### src/rtl/tcl_pkg.sv
`default_nettype none
// ----------------------------------------------------------------------------
// Tile cell locator package
// Shared constants, codes and types for the tile cell locator.
// ----------------------------------------------------------------------------
package tcl_pkg;

   localparam int MaxLevels = 32;
   localparam int LevelBits = 5;
   localparam int CountBits = 6;
   localparam int SideBits  = 13;
   localparam int DataBits  = 64;
   localparam int ResBits   = 63;
   localparam int WideBits  = 77;

   localparam logic [2:0] REG_ORIGIN_X    = 3'd0;
   localparam logic [2:0] REG_ORIGIN_Y    = 3'd1;
   localparam logic [2:0] REG_TILE_WIDTH  = 3'd2;
   localparam logic [2:0] REG_TILE_HEIGHT = 3'd3;
   localparam logic [2:0] REG_LEVEL_COUNT = 3'd4;

   localparam logic OP_LOAD   = 1'b0;
   localparam logic OP_LOCATE = 1'b1;

   localparam logic [1:0] STATUS_FOUND     = 2'd0;
   localparam logic [1:0] STATUS_NO_LEVEL  = 2'd1;
   localparam logic [1:0] STATUS_MISALIGN  = 2'd2;

   typedef struct packed {
      logic            start;
      logic [63:0]     num;
      logic [63:0]     den;
   } div_req_type;

   typedef struct packed {
      logic            done;
      logic [63:0]     quo;
      logic [63:0]     rem;
   } div_rsp_type;

endpackage
`default_nettype wire

### src/rtl/tcl_divider.sv
`default_nettype none
// ----------------------------------------------------------------------------
// Tile cell locator divider
// Radix-2 restoring divider, one quotient bit per cycle, 64-bit unsigned.
// ----------------------------------------------------------------------------
module tcl_divider (
   input  wire logic                 clock,
   input  wire logic                 reset,
   input  wire tcl_pkg::div_req_type req,
   output tcl_pkg::div_rsp_type      rsp
);

   logic [63:0] quo_ff, quo_in;
   logic [64:0] rem_ff, rem_in;
   logic [63:0] den_ff, den_in;
   logic [6:0]  cnt_ff, cnt_in;
   logic        busy_ff, busy_in;
   logic        done_ff, done_in;
   logic [64:0] trial;
   logic [64:0] diff;

   always_comb begin
      quo_in  = quo_ff;
      rem_in  = rem_ff;
      den_in  = den_ff;
      cnt_in  = cnt_ff;
      busy_in = busy_ff;
      done_in = 1'b0;
      trial   = {rem_ff[63:0], quo_ff[63]};
      diff    = trial - {1'b0, den_ff};
      if (req.start) begin
         quo_in  = req.num;
         rem_in  = '0;
         den_in  = req.den;
         cnt_in  = 7'd0;
         busy_in = 1'b1;
      end else if (busy_ff) begin
         if (!diff[64]) begin
            rem_in = diff;
            quo_in = {quo_ff[62:0], 1'b1};
         end else begin
            rem_in = trial;
            quo_in = {quo_ff[62:0], 1'b0};
         end
         cnt_in = cnt_ff + 7'd1;
         if (cnt_ff == 7'd63) begin
            busy_in = 1'b0;
            done_in = 1'b1;
         end
      end
   end

   always_ff @(posedge clock) begin
      quo_ff <= quo_in;
      rem_ff <= rem_in;
      den_ff <= den_in;
      cnt_ff <= cnt_in;
      if (reset) begin
         busy_ff <= 1'b0;
         done_ff <= 1'b0;
      end else begin
         busy_ff <= busy_in;
         done_ff <= done_in;
      end
   end

   assign rsp.done = done_ff;
   assign rsp.quo  = quo_ff;
   assign rsp.rem  = rem_ff[63:0];

endmodule
`default_nettype wire

### config.mk
export PLATFORM = sky130hd
export DESIGN_NAME = tcl_divider
export DESIGN_NICKNAME = d
export VERILOG_FILES = /design/src/rtl/tcl_pkg.sv /design/src/rtl/tcl_divider.sv
export SDC_FILE = /design/constraint.sdc
export NUM_CORES = 1
export LEC_CHECK = 0
export ABC_AREA = 0
export ABC_CLOCK_PERIOD_IN_PS = 2900
export BUFFER_PORTS_ARGS = -buffer_cell sky130_fd_sc_hd__buf_2
export CORE_MARGIN = 10
export CORE_UTILIZATION = 50
export CTS_CLUSTER_DIAMETER = 80
export DETAILED_ROUTE_END_ITERATION = 10
export PLACE_DENSITY = 0.77
export REMOVE_ABC_BUFFERS = 1
export SYNTH_ARGS = -nofsm -noshare
export SYNTH_HDL_FRONTEND = slang
export SYNTH_SLANG_ARGS = --single-unit
### constraint.sdc
create_clock -name clock -period 2.9 [get_ports clock]
set_input_delay 0 -clock clock [delete_from_list [all_inputs] [get_ports clock]]
set_output_delay 0 -clock clock [all_outputs]
set_load 0.01 [all_outputs]
==> reports/metrics.yaml, run 1 <==
synth_warnings: 0
pwr-share-clk_pct: 33.1
seqPwrFrac_pct: 38.6
start_util_pct: 50.7
cp_data_required_time_ps: 3330
p_int_mw: 6.21
hold_end: "den_ff[21]$_DFFE_PP_"
routed_wl_um: 45800
timing.rr.start: "den_ff[10]$_DFFE_PP_"
ys_ff_latch: 201
grt_max_degree: 141
status: "complete, but fails checks"
fillers: 1419
crit_type: "register to register"
r2r_setup_slack_ps: -370
synth-edff-count: 128
comb_power_share_pct: 28.3
vias_per_cell: 5.77
critPathMaxFanout: 4
p_per_area_nw_per_um2: 484
htreeDepth: 1
ctsLongestPathBuffers: 3
area_growth_pct: 55.1
hpwl_um: 28400
min_period_ps: 3270
cts_made_buffers: 23
fp.dieW_um: 174
path_clk_slew_ps: 60
ys_types: 76
min_path_type: "primary input to register"
reg2regPathDepth: 14
r2r_end: "rem_ff[55]$_SDFFE_PP0P_"
pin_count: 260
synth_area_um2: 11900
synth_top_area_cell: "edfxtp_1"
avgSynthCellArea_um2: 9.80
vdd_ir_drop_max_mv: 0.424
place_congestion: 0.916
vias: 12400
finalMaxSlewViolations: 0
yosysSeqAreaShare_pct: 44.6
insertion_delay_ps: 540
grt_pass1_wl_um: 67200
numPortBuffers: 259
synthArstFlopShare_pct: 0
post-place-ws_ps: -493
ant_nets: 0
drc_errors: 0
slew_headroom_pct: 47.3
synth_top_area_share_pct: 32.3
crit_path_end_kind: "register"
p_leak_nw: 8.57
worst_slew_pin_slew_ps: 790
grt_use_total_pct: 26.8
yosysMostFrequentCell: "nand2_1"
layout.nets: 2007
drive_gt1_share_pct: 41.3
grt_pass1_vias: 12500
firstDrtPassIters: 8
violations: "setup timing"
postLayoutSetupSlackWorst_ps: -367
hold_violations: 0
core.rowCount: 56
finClkSkew_ps: 15.1
hold_slack_ps: 167
antenna_found_initial: 3
ys_top_cells_by_area: "edfxtp_1, dfxtp_1, ha_1"
switchingPower_mw: 2.72
cts_tree: "done"
core-area_um2: 23500
hp-start: "req[21]"
cp.arrival_ps: 3690
final_util_pct: 78.6
hold_depth: 2
max_cap_violations: 0
synth_ff_type: "edfxtp_1"
cts_root_buffer: "clkbuf_16"
drt-initial-drc-count: 916
die_h_um: 174
total_power_mw: 8.93
finalSetupViolCount: 65
syn_inst: 1214
swShare_pct: 30.5
cts_sinks: 201
max_freq_ghz: 0.306
start_kind: "register"
overflow: 0
timing.final.crit_share_pct: 113
grt_setup_unrepaired: "yes"
netlist_top_cells_count: "nand2_1, edfxtp_1, inv_1, nor2_1, a21oi_1"
wire_per_inst_um: 21.3
die-area_um2: 30400
cells in the final DEF (no fill, tap or decap), types with 5 or more instances in the layout:
| cell | synthesis | layout |
|---|---|---|
| a21o_1 | 38 | 38 |
| a21oi_1 | 75 | 67 |
| a21oi_2 | 0 | 7 |
| a221o_1 | 13 | 13 |
| a311oi_1 | 42 | 13 |
| a311oi_2 | 0 | 29 |
| a31oi_1 | 11 | 8 |
| and2_1 | 11 | 11 |
| and3_1 | 6 | 5 |
| buf_12 | 0 | 12 |
| buf_16 | 0 | 5 |
| buf_2 | 10 | 258 |
| buf_4 | 7 | 216 |
| buf_6 | 0 | 11 |
| clkbuf_16 | 0 | 29 |
| clkinv_2 | 0 | 5 |
| dfxtp_1 | 73 | 71 |
| dlygate4sd3_1 | 0 | 130 |
| edfxtp_1 | 128 | 128 |
| ha_1 | 65 | 64 |
| inv_1 | 92 | 90 |
| mux2_2 | 64 | 64 |
| nand2_1 | 138 | 88 |
| nand2_2 | 1 | 17 |
| nand2_4 | 0 | 33 |
| nand2b_1 | 9 | 9 |
| nand3_1 | 13 | 12 |
| nand4_1 | 26 | 26 |
| nor2_1 | 91 | 90 |
| nor2b_1 | 10 | 9 |
| nor3_1 | 13 | 12 |
| nor4_1 | 7 | 5 |
| o211ai_1 | 7 | 7 |
| o21a_1 | 11 | 11 |
| o21ai_0 | 44 | 38 |
| o21ai_1 | 3 | 7 |
| o21bai_1 | 13 | 13 |
| or3_1 | 7 | 6 |
| xnor2_1 | 32 | 28 |
| xor2_1 | 28 | 28 |
logic make-up (layout without fill, tap and decap cells):
| family | after synthesis | count (layout) | synth area share, % |
|---|---|---|---|
| flip-flops | 201 | 201 | 44.6 |
| XOR/XNOR | 60 | 60 | 4.42 |
| other | 0 | 3 | 0 |
| buffers and inverters | 161 | 774 | 5.40 |
| multiplexers | 68 | 68 | 6.39 |
| adder cells (fa/ha/maj) | 66 | 66 | 7.00 |
| AND/OR/NAND/NOR | 347 | 347 | 13.4 |
| AO/OA/AOI/OAI | 311 | 311 | 18.8 |
per-stage QoR:
step,instances,area [um^2],TNS (ps)
2_1_floorplan,1145,11600,-158570
4_1_cts,2132,17600,-16780
3_5_place_dp,1936,15000,-22910
3_3_place_gp,1936,15000,-16870
5_1_grt,2149,18500,-28290
6_report,2149,18500,-15010
worst max path at each step:
| stage | startpoint | end | slack [ps] | cells past startpoint |
|---|---|---|---|---|
| after global routing | quo_ff[63]$_DFFE_PP_ | rem_ff[50]$_SDFFE_PP0P_ | -590 | 14 |
| after floorplan | busy_ff$_SDFF_PP0_ | rem_ff[57]$_SDFFE_PP0P_ | -1550 | 4 |
| after global placement | quo_ff[63]$_DFFE_PP_ | rem_ff[50]$_SDFFE_PP0P_ | -380 | 14 |
| after CTS | den_ff[0]$_DFFE_PP_ | rem_ff[50]$_SDFFE_PP0P_ | -320 | 13 |
| final | den_ff[10]$_DFFE_PP_ | rem_ff[55]$_SDFFE_PP0P_ | -370 | 14 |
| after detailed placement | quo_ff[63]$_DFFE_PP_ | rem_ff[50]$_SDFFE_PP0P_ | -490 | 14 |
layout make-up:
class                   instances  area (um^2)  share of cell area (%)
multi-input cells             852         6750                    36.5
clock buffers                  30          632                    3.42
diodes                          3         7.51                  0.0407
clock inverters                12          124                   0.671
well taps                     319          399                    2.16
inverters                      92          345                    1.87
flip-flops and latches        201         5310                    28.8
repair buffers                640         4900                    26.5
power groups by stage:
stage	Sequential [mW]	Clock, mW	Combinational, mW
2_1_floorplan	3.56	0	0.987
3_3_place_gp	3.48	0	2.01
3_5_place_dp	3.48	0	2.04
4_1_cts	3.43	2.98	2.26
5_1_grt	3.47	3.10	2.70
6_report	3.45	2.95	2.53
sequential cells by signal, summed over array words and instances (netlist names):
signal   cells
den_ff      64
quo_ff      64
rem_ff      64
cnt_ff       7
busy_ff      1
done_ff      1
metal layers:
| layer | global-route usage (%) | wire, um | vias up |
|---|---|---|---|
| met3 | 7.58 | 4510 | 163 |
| met2 | 45.2 | 22000 | 712 |
| li1 | - | - | 5657 |
| met5 | 0 | 0 | - |
| met4 | 10.4 | 2340 | 0 |
| met1 | 31.7 | 16900 | 5867 |
repair_timing:
item / CTS / global route
pin swaps: 47 / 77
endpoints found under the setup margin: 65 / 65
cloned: 7 / 8
endpoints found under the hold margin: 148 / 0
buffers inserted: 21 / 12
gates resized for setup: 63 / 140
hold buffers: 130 / 0
worst max-delay path: stages, from the launching register on:
cell,delay [ps]
edfxtp_1,360
inv_1,80
ha_1,280
a21oi_1,290
o21ai_0,230
a31oi_1,360
a31oi_2,190
o211ai_1,280
buf_4,160
buf_4,100
nand2_1,60
a21oi_1,200
xor2_1,220
nor3_1,90
a221o_1,270
Power figures use the tool's default switching activity.
==> inputs of run 2 (changes only) <==
Settings changed: ABC_CLOCK_PERIOD_IN_PS 2900 to 3800, CORE_UTILIZATION 50 to 55, PLACE_DENSITY 0.77 to 0.81.
Clock period 2.9 ns to 3.8 ns, I/O delays scaled along.
==> run 2 against run 1 <==
  * The run now ends clean
  * Register-to-register slack improved by 600 ps
  * Sequential share of layout area up 5.6 points
  * Core utilization down 5.5 points
  * Setup slack better by 600 ps
  * Flip-flop and latch count unchanged
  * Power shrank 30%
==> reports/metrics.yaml, run 2 (synthesis gave the netlist of run 1 again) <==
cp.arrival_ps: 4010  # +320 ps
core-area_um2: 21200  # -9.9%
max_freq_ghz: 0.280  # -8.5%
drive_gt1_share_pct: 25.4  # -16 points
die_h_um: 167  # -4.1%
antenna_found_initial: 1  # -2
min_period_ps: 3570  # +304 ps
final_cell_mix: "buf_2, nand2_1, dlygate4sd3_1"
hpwl_um: 25900  # -8.8%
start_kind: "register"
critPathMaxFanout: 4  # unchanged
cp_data_required_time_ps: 4240  # +910 ps
swShare_pct: 29.1  # -1.4 points
final_common_cell: "buf_2"
r2r_end: "rem_ff[50]$_SDFFE_PP0P_"
numPortBuffers: 259  # unchanged
place_congestion: 0.909  # -0.72%
htreeDepth: 1  # unchanged
path_clk_slew_ps: 60  # about the same
top_regs: "den_ff (64), quo_ff (64), rem_ff (64)"
finalSetupViolCount: 0  # -100%
layout.nets: 1770  # -12%
vdd_ir_drop_max_mv: 0.300  # -29%
post-place-ws_ps: 43.2  # +537 ps
total_power_mw: 6.29  # -30%
start_util_pct: 56.3  # +5.6 points
finClkSkew_ps: 9.01  # -6.10 ps
grt_pass1_wl_um: 60500  # -9.9%
fp.dieW_um: 167  # -4.1%
max_cap_violations: 0  # unchanged
cts_root_buffer: "clkbuf_16"
seqPwrFrac_pct: 42.3  # +3.7 points
ctsLongestPathBuffers: 3  # unchanged
grt_use_total_pct: 26.1  # -0.68 points
vias: 11000  # -12%
hold_violations: 0  # unchanged
postLayoutSetupSlackWorst_ps: 229  # +596 ps
switchingPower_mw: 1.83  # -33%
insertion_delay_ps: 530  # about the same
pwr-share-clk_pct: 35.7  # +2.6 points
routed_wl_um: 38400  # -16%
firstDrtPassIters: 7  # -1
cts_tree: "done"
grt_max_degree: 79  # -44%
crit_type: "register to register"
fin_setup_tns_ps: 0  # +15010 ps
r2r_setup_slack_ps: 230  # +600 ps
vias_per_cell: 5.88  # +1.9%
reg2regPathDepth: 14  # unchanged
p_int_mw: 4.46  # -28%
grt_pass1_vias: 11200  # -11%
endpoint: "rem_ff[50]$_SDFFE_PP0P_"
crit_path_end_kind: "register"
drt-initial-drc-count: 802  # -12%
timing.final.crit_share_pct: 94.0  # -19 points
overflow: 0  # unchanged
cts_sinks: 201  # unchanged
worst_slew_pin_slew_ps: 857  # +67.4 ps
pin_count: 260  # unchanged
wire_per_inst_um: 20.6  # -3.5%
ant_nets: 0  # unchanged
core.rowCount: 53  # -5.4%
timing.rr.start: "quo_ff[63]$_DFFE_PP_"
cts_made_buffers: 23  # unchanged
finalMaxSlewViolations: 0  # unchanged
grt_setup_unrepaired: "yes"
die-area_um2: 27900  # -8.1%
min_path_type: "primary input to register"
status: "completed"
area_growth_pct: 29.9
slew_headroom_pct: 42.9  # -4.5 points
p_per_area_nw_per_um2: 407  # -16%
cp-startpoint: "quo_ff[63]$_DFFE_PP_"
drc_errors: 0  # unchanged
p_leak_nw: 6.89  # -20%
comb_power_share_pct: 22.0  # -6.3 points
[run 2: changes by cell type in the layout (fill, tap and decap cells not counted), sizes merged]
cell | previous run | this run
buf | 504 | 273
bufinv | 2 | 1
diode | 3 | 1
clkinv | 8 | 5
clkbuf | 36 | 33
clkinvlp | 1 | 2
[run 2: stage by stage]
| stage | hold slack (ps) | util (%) | cell area [um^2] | std cells |
|---|---|---|---|---|
| floorplan | 69.1 | - | 11600 | 1145 |
| global placement | 165 | 63.2 | 13400 | 1693 |
| detailed placement | 166 | 63.2 | 13400 | 1693 |
| CTS | 164 | 73.1 | 15500 | 1865 |
| global route | 181 | 73.1 | 15500 | 1866 |
| finish | 178 | 73.1 | 15500 | 1866 |
[run 2: power groups by stage]
| stage | sequential [mW] | combinational (mW) | clock (mW) |
|---|---|---|---|
| after floorplan | 2.72 | 0.754 | 0 |
| after global placement | 2.68 | 1.22 | 0 |
| after detailed placement | 2.69 | 1.24 | 0 |
| after CTS | 2.65 | 1.35 | 2.27 |
| after global routing | 2.68 | 1.51 | 2.34 |
| final | 2.66 | 1.38 | 2.25 |
[run 2: what timing repair did]
| action | 4_1_cts | 5_1_grt |
|---|---|---|
| hold buffers | 130 | 0 |
| hold endpoints to repair | 137 | 0 |
| buffers inserted | 0 | 0 |
| setup endpoints to repair | 3 | 44 |
| gates resized for setup | 1 | 3 |
[run 2: metal layers]
layer / wire length (um) / track usage, % / up-vias
li1: - / - / 5170
met1: 15100 / 31.6 / 5193
met2: 18300 / 44.0 / 515
met3: 3430 / 6.65 / 92
met4: 1530 / 9.77 / 0
met5: 0 / 0 / -
[run 2: layout make-up]
type,count,area (um^2)
Antenna cell,1,2.50
Clock inverter,9,87.6
Timing Repair Buffer,403,2730
Tap cell,275,344
Multi-Input combinational cell,852,5970
Clock buffer,33,683
Inverter,92,345
Fill cell,1500,5690
Sequential cell,201,5310
[run 2: how the worst min path moves through the flow]
stage | start | to | slack [ps] | cells past startpoint
after floorplan | req[128] | cnt_ff[5]$_SDFFE_PP0P_ | 70 | 1
after global placement | reset | busy_ff$_SDFF_PP0_ | 160 | 2
after detailed placement | reset | busy_ff$_SDFF_PP0_ | 170 | 2
after CTS | req[20] | den_ff[20]$_DFFE_PP_ | 160 | 2
after global routing | req[29] | den_ff[29]$_DFFE_PP_ | 180 | 2
final | req[52] | den_ff[52]$_DFFE_PP_ | 180 | 2
[run 2: critical path, cell delays in order, from the launching register on]
cell and delay, ps:
edfxtp_1 380, inv_1 60, ha_1 220, fa_1 410, nor2b_1 130, o21a_1 150, o211ai_2 90, a32oi_1 230
and3_4 250, o211ai_1 240, a21oi_2 320, a31oi_1 180, nor4_1 290, mux2_2 380, o221ai_1 160
==> inputs of run 3 (changes only) <==
Settings changed: CORE_UTILIZATION 55 to 60, PLACE_DENSITY 0.81 to 0.87.
==> run 3 against run 2 <==
  * Global-route usage rose by 3.3 points
  * First-iteration DRC count rose by 32%
  * Clock skew rose by 16 ps
  * Flip-flop and latch count did not move
  * Critical path depth fell by 1
  * Highest routed layer unchanged
  * Sequential power barely moved
  * Setup slack got worse by 36 ps
  * Power fell by 0.69%
  * Largest power group unchanged
  * Maximum frequency fell by 1.0%
  * Routed wire length rose by 3.9%
  * Hold slack improved by 2.3 ps
  * Final cell count fell by 0.38%
==> reports/metrics.yaml, run 3 (synthesis gave the netlist of run 1 again) <==
min_period_ps: 3610  # +36.0 ps
grt_max_degree: 73  # -7.6%
critPathMaxFanout: 20  # +16
min_path_type: "primary input to register"
crit_slowest_cell: "ha_1"
drive_gt1_share_pct: 25.1  # -0.33 points
p_int_mw: 4.40  # -1.3%
vias: 11200  # +2.3%
cts_made_buffers: 23  # unchanged
top_regs: "den_ff (64), quo_ff (64), rem_ff (64)"
path_clk_slew_ps: 70  # about the same
overflow: 0  # unchanged
antenna_found_initial: 3  # +2
numPortBuffers: 259  # unchanged
cp-startpoint: "rem_ff[48]$_SDFFE_PP0P_"
die_h_um: 161  # -3.7%
pwr-share-clk_pct: 35.0  # -0.7 points
cts_sinks: 201  # unchanged
path_cells: "ha_1 > a21o_1 > a21o_1 > a21oi_1 > nor2_1 > o21bai_1 > a21oi_1 > a211oi_1 > nand3_1 > nand2_1 > buf_4 > nand2_1 > a311oi_1"
crit_path_end_kind: "register"
post_cts_buffers: 0  # unchanged
ant_nets: 0  # unchanged
cp.arrival_ps: 4020  # about the same
start_kind: "register"
vias_per_cell: 6.04  # +2.7%
cp_num_buf_inv: 1  # unchanged
p_leak_nw: 6.87  # -0.30%
routed_wl_um: 39800  # +3.9%
grt_pass1_wl_um: 62400  # +3.0%
comb_power_share_pct: 22.6  # +0.6 points
die-area_um2: 25900  # -7.4%
hold_end: "den_ff[8]$_DFFE_PP_"
postLayoutSetupSlackWorst_ps: 193  # -36.0 ps
timing.final.crit_share_pct: 94.9  # +0.95 points
switchingPower_mw: 1.85  # +0.86%
grt_setup_unrepaired: "no"
final_common_cell: "buf_2"
insertion_delay_ps: 530  # about the same
finalMaxSlewViolations: 0  # unchanged
finalSetupViolCount: 0  # unchanged
grt_use_total_pct: 29.4  # +3.3 points
htreeDepth: 1  # unchanged
timing.rr.start: "rem_ff[48]$_SDFFE_PP0P_"
fp.dieW_um: 161  # -3.7%
place_congestion: 0.925  # +1.8%
max_freq_ghz: 0.277  # -1.0%
r2r_end: "rem_ff[5]$_SDFFE_PP0P_"
finClkSkew_ps: 24.9  # +15.9 ps
firstDrtPassIters: 5  # -2
cts_tree: "done"
hold_slack_ps: 181  # +2.34 ps
p_per_area_nw_per_um2: 405  # -0.38%
status: "completed"
hp-start: "req[8]"
hold_depth: 2  # unchanged
seqPwrFrac_pct: 42.5  # +0.2 points
post-place-ws_ps: 48.0  # +4.85 ps
ctsLongestPathBuffers: 3  # unchanged
start_util_pct: 61.2  # +4.9 points
hpwl_um: 26200  # +1.4%
hold_violations: 0  # unchanged
pin_count: 260  # unchanged
cp_data_required_time_ps: 4210  # -30 ps
max_cap_violations: 0  # unchanged
area_growth_pct: 29.5
fillers: 1175  # -22%
slew_headroom_pct: 42.1  # -0.78 points
core-area_um2: 19500  # -8.0%
r2r_setup_slack_ps: 190  # -40 ps
drc_errors: 0  # unchanged
swShare_pct: 29.6  # +0.46 points
worst_slew_pin_slew_ps: 869  # +11.7 ps
reg2regPathDepth: 13  # -1
crit_type: "register to register"
vdd_ir_drop_max_mv: 0.365  # +22%
crit_family: "compound AO/OA/AOI/OAI gates"
core.rowCount: 51  # -3.8%
wire_per_inst_um: 21.4  # +4.2%
drt-initial-drc-count: 1058  # +32%
grt_pass1_vias: 11400  # +1.7%
max_stage_delay_ps: 420  # about the same
layout.nets: 1771  # +0.056%
final_cell_mix: "buf_2, nand2_1, dlygate4sd3_1"
cts_root_buffer: "clkbuf_16"
## run 3: per-layer routing
layer | vias to the layer above | track usage [%] | routed length, um
li1 | 5165 | - | -
met1 | 5266 | 34.9 | 15100
met2 | 671 | 49.4 | 19000
met3 | 118 | 8.05 | 4080
met4 | 0 | 12.1 | 1630
met5 | - | 0 | 0
## run 3: worst reg2reg max path: cells and delay by family (launching register included)
kind,cells,cell delay (ps)
adders and majority gates,1,420
AOI/OAI and AO/OA,7,1660
buffers and inverters,1,310
and+or+nand+nor,4,740
DFF,1,350
## run 3: worst max-delay path by stage
| stage | end | slack [ps] | cells after the start |
|---|---|---|---|
| floorplan | rem_ff[57]$_SDFFE_PP0P_ | -650 | 4 |
| global placement | rem_ff[44]$_SDFFE_PP0P_ | 190 | 14 |
| detailed placement | rem_ff[48]$_SDFFE_PP0P_ | 50 | 14 |
| CTS | rem_ff[48]$_SDFFE_PP0P_ | 20 | 14 |
| global route | rem_ff[2]$_SDFFE_PP0P_ | 3 | 15 |
| finish | rem_ff[5]$_SDFFE_PP0P_ | 190 | 13 |
## run 3: final cells by class
cell class	count	area, um^2	area share [%]
Multi-Input combinational cell	852	5960	38.7
Timing Repair Buffer	404	2720	17.6
Clock buffer	37	699	4.54
Clock inverter	5	40.0	0.260
Sequential cell	201	5310	34.4
Tap cell	265	332	2.15
Antenna cell	3	7.51	0.0487
Inverter	92	345	2.24
## run 3: repair_timing
action                                 in CTS  in global routing
hold buffers                              130                  0
setup endpoints to repair                   0                 32
endpoints found under the hold margin     137                  0
gates resized for setup                     0                  4
## run 3: stage by stage
step / utilization (%) / instance area (um^2) / std cells / TNS (ps) / total power, mW
after floorplan: - / 11600 / 1145 / -44150 / 3.47
after global placement: 68.6 / 13400 / 1684 / 0 / 3.89
after detailed placement: 68.6 / 13400 / 1684 / 0 / 3.92
after CTS: 79.1 / 15400 / 1856 / 0 / 6.18
after global routing: 79.2 / 15400 / 1859 / 0 / 6.47
final: 79.2 / 15400 / 1859 / 0 / 6.25
## run 3: power groups by stage
stage | Sequential (mW) | Combinational (mW) | Clock (mW)
floorplan | 2.72 | 0.754 | 0
global placement | 2.67 | 1.22 | 0
finish | 2.66 | 1.41 | 2.18
detailed placement | 2.68 | 1.25 | 0
global route | 2.67 | 1.53 | 2.28
CTS | 2.64 | 1.36 | 2.18
